==> config.mk <==
export PLATFORM = sky130hd
export DESIGN_NAME = tensor_polynomial_evaluator
export DESIGN_NICKNAME = d
export VERILOG_FILES = /design/src/sv/tpe_pkg.sv /design/src/sv/tpe_coef_mem.sv /design/src/sv/tpe_arith.sv /design/src/sv/tensor_polynomial_evaluator.sv
export SDC_FILE = /design/constraint.sdc
export NUM_CORES = 2
export LEC_CHECK = 0
export ABC_CLOCK_PERIOD_IN_PS = 18600
export BUFFER_PORTS_ARGS = -buffer_cell sky130_fd_sc_hd__buf_2
export CELL_PAD_IN_SITES_DETAIL_PLACEMENT = 1
export CELL_PAD_IN_SITES_GLOBAL_PLACEMENT = 1
export CORE_MARGIN = 8
export CORE_UTILIZATION = 29
export CTS_CLUSTER_SIZE = 14
export DETAILED_ROUTE_END_ITERATION = 8
export PLACE_DENSITY_LB_ADDON = 0.1
export SYNTH_ARGS = -nofsm -noshare
export SYNTH_HDL_FRONTEND = slang
export SYNTH_SLANG_ARGS = --single-unit
==> constraint.sdc <==
create_clock -name clk -period 18.6 [get_ports clk]
set_input_delay 1.86 -clock clk [delete_from_list [all_inputs] [get_ports clk]]
set_output_delay 1.86 -clock clk [all_outputs]
set_load 0.02 [all_outputs]
==> src/sv/tpe_pkg.sv <==
// tpe_pkg: shared widths, opcodes and the arithmetic command word
// for the tensor polynomial evaluator; no dependencies
package tpe_pkg;

	localparam int NUM_VARS_DEF   = 2;
	localparam int NUM_POINTS_DEF = 4;

	localparam int OP_W   = 2;
	localparam int DEG_W  = 4;
	localparam int COEF_W = 32;
	localparam int VAR_W  = 16;
	localparam int VAL_W  = 48;
	localparam int MAX_VARS = 4;

	typedef enum logic [OP_W-1:0] {
		OP_WRITE = 2'd0,
		OP_READ  = 2'd1,
		OP_EVAL  = 2'd2
	} opcode_t;

	// one strobe per operation of the shared arithmetic unit
	typedef struct packed {
		logic start; // clear running sum and flag
		logic load;  // term <= coefficient
		logic mul;   // product <= term * variable
		logic rnd;   // term <= clamp(round(product))
		logic acc;   // sum <= clamp(sum + term)
	} tpe_cmd_t;

endpackage

==> src/sv/tpe_coef_mem.sv <==
// tpe_coef_mem: coefficient store, one write port and one registered read port
// depends on tpe_pkg
module tpe_coef_mem #(
	parameter int DEPTH = 16,
	parameter int AW    = 4
) (
	input  logic                       clk,
	input  logic                       we,
	input  logic [AW-1:0]              waddr,
	input  logic [tpe_pkg::COEF_W-1:0] wdata,
	input  logic [AW-1:0]              raddr,
	output logic [tpe_pkg::COEF_W-1:0] rdata
);
	import tpe_pkg::*;

	logic [COEF_W-1:0] mem [DEPTH];
	logic [COEF_W-1:0] rdata_q;

	always_ff @(posedge clk) begin
		if (we) begin
			mem[waddr] <= wdata;
		end
		rdata_q <= mem[raddr];
	end

	assign rdata = rdata_q;

endmodule

==> src/sv/tpe_arith.sv <==
// tpe_arith: shared multiply / round / clamp / accumulate unit
// depends on tpe_pkg (command word, widths)
module tpe_arith (
	input  logic                             clk,
	input  tpe_pkg::tpe_cmd_t                cmd,
	input  logic signed [tpe_pkg::COEF_W-1:0] coef,
	input  logic signed [tpe_pkg::VAR_W-1:0]  var_sel,
	output logic signed [tpe_pkg::VAL_W-1:0]  sum,
	output logic                              sat
);
	import tpe_pkg::*;

	localparam int PROD_W = VAL_W + VAR_W;
	localparam logic signed [VAL_W-1:0] VAL_MAX = {1'b0, {(VAL_W-1){1'b1}}};
	localparam logic signed [VAL_W-1:0] VAL_MIN = {1'b1, {(VAL_W-1){1'b0}}};

	logic signed [VAL_W-1:0]  term_q;
	logic signed [VAL_W-1:0]  sum_q;
	logic                     sat_q;
	logic signed [PROD_W-1:0] prod_s1;

	logic signed [PROD_W-1:0] prod_w;
	logic signed [PROD_W-1:0] rnd_w;
	logic                     rnd_ovf;
	logic signed [VAL_W-1:0]  rnd_val;
	logic signed [VAL_W:0]    add_w;
	logic                     add_ovf;
	logic signed [VAL_W-1:0]  add_val;

	assign prod_w = PROD_W'(term_q) * PROD_W'(var_sel);

	// floor((p + 2048) / 4096), then clamp to the result range
	always_comb begin
		rnd_w   = (prod_s1 + PROD_W'(2048)) >>> 12;
		rnd_ovf = (rnd_w[PROD_W-1:VAL_W-1] != {(PROD_W-VAL_W+1){rnd_w[PROD_W-1]}});
		rnd_val = rnd_ovf ? (rnd_w[PROD_W-1] ? VAL_MIN : VAL_MAX) : rnd_w[VAL_W-1:0];
	end

	always_comb begin
		add_w   = (VAL_W+1)'(sum_q) + (VAL_W+1)'(term_q);
		add_ovf = (add_w[VAL_W] != add_w[VAL_W-1]);
		add_val = add_ovf ? (add_w[VAL_W] ? VAL_MIN : VAL_MAX) : add_w[VAL_W-1:0];
	end

	always_ff @(posedge clk) begin
		if (cmd.start) begin
			sum_q <= '0;
			sat_q <= 1'b0;
		end
		if (cmd.load) begin
			term_q <= VAL_W'(coef);
		end
		if (cmd.mul) begin
			prod_s1 <= prod_w;
		end
		if (cmd.rnd) begin
			term_q <= rnd_val;
			if (rnd_ovf) begin
				sat_q <= 1'b1;
			end
		end
		if (cmd.acc) begin
			sum_q <= add_val;
			if (add_ovf) begin
				sat_q <= 1'b1;
			end
		end
	end

	assign sum = sum_q;
	assign sat = sat_q;

endmodule

==> src/sv/tensor_polynomial_evaluator.sv <==
// tensor_polynomial_evaluator: top level, sequencer and handshake
// depends on tpe_pkg, tpe_coef_mem, tpe_arith
//
// Holds NUM_POINTS**NUM_VARS signed Q15.16 coefficients addressed by one
// degree per variable (variable 0 least significant). A write word stores a
// coefficient (ignored when a used degree is out of range), a read word
// returns it as Q31.16 (zero when out of range), and an evaluate word returns
// the sum over all entries of coefficient * prod var_n**degree_n in Q31.16,
// with saturated set if any product or partial sum was clamped. After reset
// the block runs a clearing pass over all NUM_POINTS**NUM_VARS entries with
// item_stall high. An evaluate uses one 48x16 multiplier with a round/clamp
// step after it; it walks the entries from the highest index down, fetching
// each coefficient, skipping it if zero and otherwise raising each variable to
// its degree by multiply and round/clamp steps before adding the term to the
// sum. The block takes one word at a time; a finished result sits in the
// output register so the next word can be taken while it waits.
module tensor_polynomial_evaluator #(
	parameter int NUM_VARS   = tpe_pkg::NUM_VARS_DEF,
	parameter int NUM_POINTS = tpe_pkg::NUM_POINTS_DEF
) (
	input  logic                              clk,
	input  logic                              arst_n,
	// input words
	input  logic                              item_valid,
	output logic                              item_stall,
	input  logic [tpe_pkg::OP_W-1:0]          opcode,
	input  logic [tpe_pkg::DEG_W-1:0]         degree_0,
	input  logic [tpe_pkg::DEG_W-1:0]         degree_1,
	input  logic [tpe_pkg::DEG_W-1:0]         degree_2,
	input  logic [tpe_pkg::DEG_W-1:0]         degree_3,
	input  logic signed [tpe_pkg::COEF_W-1:0] coef_value,
	input  logic signed [tpe_pkg::VAR_W-1:0]  var_0,
	input  logic signed [tpe_pkg::VAR_W-1:0]  var_1,
	input  logic signed [tpe_pkg::VAR_W-1:0]  var_2,
	input  logic signed [tpe_pkg::VAR_W-1:0]  var_3,
	// result words
	output logic                              result_valid,
	input  logic                              result_stall,
	output logic signed [tpe_pkg::VAL_W-1:0]  value,
	output logic                              saturated
);
	import tpe_pkg::*;

	localparam int TABLE_SIZE = NUM_POINTS ** NUM_VARS;
	localparam int AW  = (TABLE_SIZE > 1) ? $clog2(TABLE_SIZE) : 1;
	localparam int VNW = $clog2(NUM_VARS + 1);        // holds 0..NUM_VARS
	localparam int VIW = (NUM_VARS > 1) ? $clog2(NUM_VARS) : 1;
	localparam logic [AW-1:0]    LAST_IDX = AW'(TABLE_SIZE - 1);
	localparam logic [DEG_W-1:0] TOP_DEG  = DEG_W'(NUM_POINTS - 1);

	typedef enum logic [3:0] {
		S_CLEAR, S_IDLE, S_RD, S_FETCH, S_LOAD, S_STEP, S_RND, S_ACC, S_NEXT, S_DONE
	} state_t;

	state_t state_q;

	logic [AW-1:0]             clr_q;      // clearing pass address
	logic [AW-1:0]             idx_q;      // entry being read or evaluated
	logic                      rd_ok_q;    // read degrees were in range
	logic [DEG_W-1:0]          deg_q [NUM_VARS]; // digits of idx_q
	logic signed [VAR_W-1:0]   var_q [NUM_VARS];
	logic [VNW-1:0]            vn_q;       // variable being raised
	logic [DEG_W-1:0]          k_q;        // multiplies done for it
	logic                      result_valid_q;
	logic signed [VAL_W-1:0]   value_q;
	logic                      saturated_q;

	logic [DEG_W-1:0]          in_deg [MAX_VARS];
	logic signed [VAR_W-1:0]   in_var [MAX_VARS];
	logic [AW-1:0]             in_idx;
	logic                      in_ok;
	logic [DEG_W-1:0]          deg_dec [NUM_VARS];
	logic                      accept;
	logic                      out_free;
	logic [VIW-1:0]            vn_idx;
	logic                      vn_end;
	logic                      k_end;

	logic                      mem_we;
	logic [AW-1:0]             mem_waddr;
	logic [COEF_W-1:0]         mem_wdata;
	logic [AW-1:0]             mem_raddr;
	logic [COEF_W-1:0]         mem_rdata;

	tpe_cmd_t                  cmd;
	logic signed [VAL_W-1:0]   acc_sum;
	logic                      acc_sat;

	assign in_deg = '{degree_0, degree_1, degree_2, degree_3};
	assign in_var = '{var_0, var_1, var_2, var_3};

	// table address from the degrees, most significant variable first
	always_comb begin
		in_idx = '0;
		in_ok  = 1'b1;
		for (int n = NUM_VARS - 1; n >= 0; n--) begin
			in_idx = AW'(in_idx * AW'(NUM_POINTS)) + AW'(in_deg[n]);
			if ({1'b0, in_deg[n]} >= (DEG_W+1)'(NUM_POINTS)) begin
				in_ok = 1'b0;
			end
		end
	end

	// mixed-radix decrement of the degree digits, tracks idx_q - 1
	always_comb begin
		logic borrow;
		borrow = 1'b1;
		for (int n = 0; n < NUM_VARS; n++) begin
			deg_dec[n] = deg_q[n];
			if (borrow) begin
				if (deg_q[n] == '0) begin
					deg_dec[n] = TOP_DEG;
				end else begin
					deg_dec[n] = deg_q[n] - 1'b1;
					borrow     = 1'b0;
				end
			end
		end
	end

	assign item_stall = (state_q != S_IDLE);
	assign accept     = item_valid && !item_stall;
	assign out_free   = !result_valid_q || !result_stall;
	assign vn_idx     = vn_q[VIW-1:0];
	assign vn_end     = (vn_q == VNW'(NUM_VARS));
	assign k_end      = vn_end || (k_q == deg_q[vn_idx]);

	// one write port: clearing pass or a write word
	always_comb begin
		if (state_q == S_CLEAR) begin
			mem_we    = 1'b1;
			mem_waddr = clr_q;
			mem_wdata = '0;
		end else begin
			mem_we    = accept && (opcode == OP_WRITE) && in_ok;
			mem_waddr = in_idx;
			mem_wdata = coef_value;
		end
	end

	// read address follows the incoming word while idle
	assign mem_raddr = (state_q == S_IDLE) ? in_idx : idx_q;

	tpe_coef_mem #(
		.DEPTH (TABLE_SIZE),
		.AW    (AW)
	) u_mem (
		.clk   (clk),
		.we    (mem_we),
		.waddr (mem_waddr),
		.wdata (mem_wdata),
		.raddr (mem_raddr),
		.rdata (mem_rdata)
	);

	// arithmetic strobes
	always_comb begin
		cmd       = '0;
		cmd.start = accept && (opcode == OP_EVAL);
		cmd.load  = (state_q == S_LOAD) && (mem_rdata != '0);
		cmd.mul   = (state_q == S_STEP) && !k_end;
		cmd.rnd   = (state_q == S_RND);
		cmd.acc   = (state_q == S_ACC);
	end

	tpe_arith u_arith (
		.clk     (clk),
		.cmd     (cmd),
		.coef    (mem_rdata),
		.var_sel (var_q[vn_idx]),
		.sum     (acc_sum),
		.sat     (acc_sat)
	);

	// sequencer and output register
	always_ff @(posedge clk or negedge arst_n) begin
		if (!arst_n) begin
			state_q        <= S_CLEAR;
			clr_q          <= '0;
			vn_q           <= '0;
			k_q            <= '0;
			result_valid_q <= 1'b0;
		end else begin
			if (result_valid_q && !result_stall) begin
				result_valid_q <= 1'b0;
			end
			case (state_q)
				S_CLEAR: begin
					clr_q <= clr_q + 1'b1;
					if (clr_q == LAST_IDX) begin
						state_q <= S_IDLE;
					end
				end
				S_IDLE: begin
					if (item_valid) begin
						idx_q   <= in_idx;
						rd_ok_q <= in_ok;
						case (opcode)
							OP_READ: begin
								state_q <= S_RD;
							end
							OP_EVAL: begin
								idx_q <= LAST_IDX;
								for (int n = 0; n < NUM_VARS; n++) begin
									deg_q[n] <= TOP_DEG;
									var_q[n] <= in_var[n];
								end
								state_q <= S_FETCH;
							end
							default: ; // write done by the port, unused code dropped
						endcase
					end
				end
				S_RD: begin
					if (out_free) begin
						result_valid_q <= 1'b1;
						value_q        <= rd_ok_q ? VAL_W'($signed(mem_rdata)) : '0;
						saturated_q    <= 1'b0;
						state_q        <= S_IDLE;
					end
				end
				S_FETCH: begin
					state_q <= S_LOAD;
				end
				S_LOAD: begin
					// zero coefficients add nothing, skip them
					if (mem_rdata == '0) begin
						state_q <= S_NEXT;
					end else begin
						vn_q    <= '0;
						k_q     <= '0;
						state_q <= S_STEP;
					end
				end
				S_STEP: begin
					if (vn_end) begin
						state_q <= S_ACC;
					end else if (k_end) begin
						vn_q <= VNW'(vn_q + 1'b1);
						k_q  <= '0;
					end else begin
						k_q     <= k_q + 1'b1;
						state_q <= S_RND;
					end
				end
				S_RND: begin
					state_q <= S_STEP;
				end
				S_ACC: begin
					state_q <= S_NEXT;
				end
				S_NEXT: begin
					if (idx_q == '0) begin
						state_q <= S_DONE;
					end else begin
						idx_q   <= idx_q - 1'b1;
						deg_q   <= deg_dec;
						state_q <= S_FETCH;
					end
				end
				S_DONE: begin
					if (out_free) begin
						result_valid_q <= 1'b1;
						value_q        <= acc_sum;
						saturated_q    <= acc_sat;
						state_q        <= S_IDLE;
					end
				end
				default: begin
					state_q <= S_IDLE;
				end
			endcase
		end
	end

	assign result_valid = result_valid_q;
	assign value        = value_q;
	assign saturated    = saturated_q;

	// an evaluate word keeps the input side closed on the next cycle
	a_eval_busy: assert property (@(posedge clk) disable iff (!arst_n)
		(accept && opcode == OP_EVAL) |=> item_stall)
		else $error("input open right after an evaluate word");

	// the multiply count never passes the degree of the current variable
	a_k_bound: assert property (@(posedge clk) disable iff (!arst_n)
		(state_q == S_STEP && !vn_end) |-> (k_q <= deg_q[vn_idx]))
		else $error("multiply count beyond degree");

	// no result can be pending while the table is being cleared
	a_clear_quiet: assert property (@(posedge clk) disable iff (!arst_n)
		(state_q == S_CLEAR) |-> !result_valid_q)
		else $error("result word during clearing pass");

endmodule

# --- Word-level counts from Yosys, hierarchy flattened ---
# Memories as Yosys holds them, arrays and structs flattened. A register that Yosys moved wholly into a read port is not among the register bits.
# Index checks and enable logic that the tools add are counted.
op_classes:
  add_sub_neg: 9
  multipliers: 1
  n_lt_le_gt_ge: 3
  n_eq_ne: 30
  muxes: 67
  n_bitwise: 1
  n_reduce_logical: 35
op_table:
  columns: ["operator", "n"]
  rows:
  - ["two-way mux 48 bit", 11]
  - ["case mux 48 bit (2 select lines)", 1]
  - ["two-way mux 4 bit", 21]
  - ["adder 64 x 13 -> 64 bit, second input constant", 1]
  - ["multiplier 48 x 16 -> 64 bit", 1]
  - ["adder 48 x 48 -> 49 bit", 1]
  - ["case mux 4 bit (9 select lines)", 1]
  - ["logical NOT 32 bit", 1]
  - ["two-way mux 32 bit", 1]
  - ["nonzero test 32 bit", 1]
  - ["two-way mux 8 bit", 3]
  - ["case mux 4 bit (2 select lines)", 3]
  - ["two-way mux 1 bit", 20]
  - ["== test 4 x 3 -> 1 bit, second input constant", 4]
  - ["logical NOT 4 bit", 4]
  - ["inequality test 2 bit, second input constant", 8]
  - ["case mux 8 bit (2 select lines)", 1]
  - ["== test 4 bit, second input constant", 3]
  - ["AND reduction 4 bit", 3]
  - ["subtractor 4 x 1 -> 4 bit, second input constant", 3]
  - ["AND reduction 5 bit", 2]
  - ["nonzero test 2 bit", 5]
  - ["adder 4 x 1 -> 4 bit, second input constant", 2]
  - ["== test 4 x 2 -> 1 bit, second input constant", 2]
  - ["25 further kinds", 43]
word_totals:
  regBits: 238
  ramBits: 544
  input_bits: 118
  out_inout_bits: 51
  elab_cells: 163
  n_memories: 2
mem_list:
  columns: ["memory", "depth", "width", "read_ports", "rd_ports_with_merged_regs", "write_ports", "line", "source"]
  rows:
  - ["u_mem.mem", 16, 32, 1, 1, 1, "tpe_coef_mem.sv:16", "logic [COEF_W-1:0] mem [DEPTH];"]
  - ["var_q", 2, 16, 1, 0, 2, "tensor_polynomial_evaluator.sv:61", "logic signed [VAR_W-1:0] var_q [NUM_VARS];"]

# --- Longest topological paths before layout ---
logic_depth:
  depth_word: 9
  ltp_mapped: 29

# --- Cells and area by module ---
# From an unflattened synthesis, not the netlist that was laid out.
hier_totals:
  cells_unflattened: 5220
  area_unflattened_um2: 60070.1
modules_own_cells:
  columns: ["module", "instances", "cells_each", "area_per_inst_um2"]
  rows:
  - ["tpe_arith", 1, 3910, 34913.5]
  - ["tpe_coef_mem", 1, 838, 19835.3]
  - ["tensor_polynomial_evaluator", 1, 472, 5321.4]

# --- Worst setup path after synthesis ---
# OpenSTA, ideal clock, no wires.
synth_path:
  kind: "register -> register"
  start: "register vn_q[0]"
  end: "register u_arith.prod_s1[62], data pin"
  arrival_ps: 7401
  t_required_ps: 18336
  slack_ps: 10936
  path_stages_with_launch: 27
  path_cell_list: "dfrtp_1 buf_2 buf_1 clkbuf_1 mux2_2 clkbuf_1 clkbuf_1 nand2_1 fa_1 fa_1 fa_1 inv_1 fa_1 fa_1 inv_1 fa_1 inv_1 ha_1 clkbuf_1 nand4_1 or3_1 a31oi_1 nand3_1 a311o_1 o31ai_1 a221oi_1 xnor2_1"
synth_via:
  elab_chain_cells: 2
synth_lines:
  columns: ["element", "line", "source"]
  rows:
  - ["from (decl)", "tensor_polynomial_evaluator.sv:62", "logic [VNW-1:0] vn_q;"]
  - ["from (signal assigned)", "tensor_polynomial_evaluator.sv:239", "vn_q <= VNW'(vn_q + 1'b1);"]
  - ["memory read (2 x 16 bit)", null, null]
  - ["multiplier 48 x 16 -> 64 bit", "tpe_arith.sv:30", "assign prod_w = PROD_W'(term_q) * PROD_W'(var_sel);"]
  - ["named net u_arith.prod_w[62]", "tpe_arith.sv:22", "logic signed [PROD_W-1:0] prod_w;"]
  - ["to (signal assigned)", "tpe_arith.sv:54", "prod_s1 <= prod_w;"]
  - ["to (decl)", "tpe_arith.sv:20", "logic signed [PROD_W-1:0] prod_s1;"]
# The timed path passes the listed nets, and every way through them passes these cells.
# A chain may end at the register's enable or synchronous reset.

# --- Final worst setup path ---
# Ends and elaborated chain as after synthesis.

==> key figures <==
Drt
  • DRT Wirelength: 193,900 um
  • DR vias: just under 40,000
  • Residual DRC: 0
  • WL/cell: 23.43 um
  • Vias per std cell: 4.731
  • Routed Antenna Nets: 0
  • Drt initial violations: roughly 1,800
  • Pre-Repair DR Iteration Count: 5

Synth
  • Mapped cell area: 60,460 um^2
  • Post-synth EDFFs: 755
  • #FFs+latches synth: 803
  • Avg Synthesized Cell Area: 11.35 um^2
  • Ys Warns: 0
  • Syn nets: around 6,400
  • Asr flop ratio synth: 1.868%
  • Post-synth top flop: edfxtp_1
  • Netlist cell types: 80
  • Sequential fraction of the synthesis area: around two fifths
  • Synthesized instance count: 5,325

Final layout
  • Multi-input gate area: ~33,000 um^2
  • Register area: 23,710 um^2
  • Fill cells: ~23,000
  • Layout cell share with drive strength beyond 1: 10.42%
  • Most frequent cells in the layout: inv_1, nand2_1, edfxtp_1
  • Post-Layout Cell Count: 8,276
  • Commonest non-fill, non-tap cell in the layout: inv_1
  • Area growth, synth to finish: 12.07%
  • Final nets: 6,438

Timing
  • Slew Limit Fails: 0
  • Worst rel slew slack: ~26%
  • Final setup fails: 0
  • Tcrit/Tclk final: 48.34%
  • Tmin final: 8991 ps
  • Setup_tns: 0 ps
  • Worst-margin pin slew: around 1100 ps
  • Setup WS post-layout: roughly 9600 ps
  • Unrepaired setup endpoints after global routing: false
  • Max Fclk: 111.2 MHz
  • Clk_skew: 101.3 ps
  • Fin. Hold Viols: 0

Clocking
  • Worst skew pair latency: 770 ps
  • CTS Buf Count: 97
  • Hold_buf cts: 0
  • Clock Tree Root: clkbuf_16
  • CTS H-tree lvls: 3
  • CTS Sinks: 803
  • CTS tree: yes
  • Cts repair resizes: 0
  • CTS clk-pin slew, worst paths: 50 ps
  • Post CTS Setup Buffer Count: 0
  • Max Root-Sink Buffers: 3

Die
  • Site Rows: around 170
  • Io pins: 169
  • Chip Width: 472.6 um
  • Core Footprint: 207,300 um^2
  • Full die area: 223,400 um^2
  • Die Ht: 472.6 um
  • Initial Utilization: between 20 and 30%

Worst setup path
  • CP startpoint kind: flop
  • Crit. End Element: flop
  • Kind of critical path: reg2reg
  • Req. time, crit path: 19,070 ps
  • Crit path arrival time: 9460 ps
  • CP max FO: 31

GRT
  • GRT Total Usage: approximately 17%
  • Vias in the first global route: 43,850
  • Initial antenna violation count: 10
  • Grt ovf: 0
  • Global-route wire length before repair: just under 300,000 um
  • Largest net degree at the start of global routing: 94

Placed design
  • Hpwl dp: approximately 130,000 um
  • I/O Buffers: 128
  • Placer Congestion: 0.7763
  • Placed Cells: 8,100
  • Placement Setup Slack: 9494 ps

Flow run
  • Max Cap Viol: 0

Run status
  • Status: completed

Min path
  • Worst hold path type: reg2reg
[path summary, 6_finish.rpt]
kind | start | to | slack, ps | cells after the start
setup / recovery | vn_q[0]$_DFFE_PN0P_ | u_arith.prod_s1[62]$_DFFE_PP_ | 9610 | 23
max in group asynchronous | arst_n | vn_q[0]$_DFFE_PN0P_ | 17180 | 1
hold / removal | vn_q[1]$_DFFE_PN0P_ | vn_q[1]$_DFFE_PN0P_ | 500 | 2
min in group asynchronous | arst_n | clr_q[2]$_DFFE_PN0P_ | 1070 | 1
setup reg to reg | vn_q[0]$_DFFE_PN0P_ | u_arith.prod_s1[62]$_DFFE_PP_ | 9610 | 23
hold reg to reg | vn_q[1]$_DFFE_PN0P_ | vn_q[1]$_DFFE_PN0P_ | 500 | 2
[final cells by class]
type	instances	area share [%]
antenna	7	0.02585
clock buffer	117	3.693
clock inverter	52	0.8365
inverter	907	5.024
multi-input combinational	3371	48.18
sequential	803	34.99
tap	2788	5.148
timing repair buffer	231	2.105
[kinds of logic (layout without fill, tap and decap cells)]
group                    Yosys count  in the layout  synth area share, %
flip-flops                       803            803                39.21
other                              0              7                    0
AND/OR/NAND/NOR                 1528           1528                11.83
adder cells (fa/ha/maj)          909            909                27.63
multiplexers                     159            159                5.322
XOR/XNOR                         164            164                2.388
AO/OA/AOI/OAI                    611            611                6.401
buffers and inverters           1151           1307                7.224
[flip-flops by register name, summed over array words and instances, names as in the netlist]
name             flops
clr_q                4
u_arith.term_q      48
u_arith.sat          1
u_mem.rdata         32
deg_q                8
state_q              4
value               48
u_arith.sum         48
result_valid         1
u_arith.prod_s1     53
k_q                  4
saturated            1
u_mem.mem          512
vn_q                 2
var_q               32
idx_q                4
rd_ok_q              1
[cell usage after synthesis (33+ instances only)]
master / count / area share [%]
xnor2_1: 93 / 1.3
a211oi_1: 43 / 0.53
nand2_1: 778 / 4.8
nor2_1: 172 / 1.1
a21oi_1: 148 / 1.2
ha_1: 199 / 4.1
nand4_1: 38 / 0.39
a22o_1: 33 / 0.48
dfxtp_1: 33 / 1.1
nand3_1: 50 / 0.41
clkbuf_1: 217 / 1.3
a31oi_1: 58 / 0.60
nor3_1: 34 / 0.28
fa_1: 710 / 24
o21ai_0: 150 / 1.2
a21o_1: 67 / 0.83
mux4_2: 128 / 4.8
edfxtp_1: 755 / 37
nor2b_1: 59 / 0.61
inv_1: 906 / 5.6
xor2_1: 70 / 1.0
and2_1: 286 / 3.0
[worst max-delay path, stage by stage (launching register included)]
cell,delay [ps]
dfrtp_2,690
buf_4,360
mux2_2,630
buf_4,570
nand2_1,150
fa_1,550
inv_1,50
fa_1,580
fa_1,460
fa_1,490
fa_1,510
inv_1,70
fa_1,480
inv_1,40
ha_1,320
and2_1,230
a221o_1,360
a221oi_1,460
o211ai_1,170
a21oi_1,520
a311o_1,330
o31ai_1,140
a221oi_1,350
xnor2_1,120
[per-layer routing]
layer | global-route usage [%] | wire (um)
met1 | 24.22 | 91570
met2 | 29.65 | 93790
met3 | 1.934 | 5484
met4 | 3.042 | 3065
met5 | 0 | 10
[per-stage QoR]
stage	cell area (um^2)	util, %	hold slack [ps]
3_5_place_dp	64670	31.20	487.6
4_1_cts	67740	32.68	500.2
5_1_grt	67740	32.68	532.7
2_1_floorplan	60460	-	448.5
3_3_place_gp	64670	31.20	475.3
6_report	67760	32.69	501.2
Power is not shown: default switching activity piles up to over one toggle a cycle in this logic, so the estimate is an artifact.
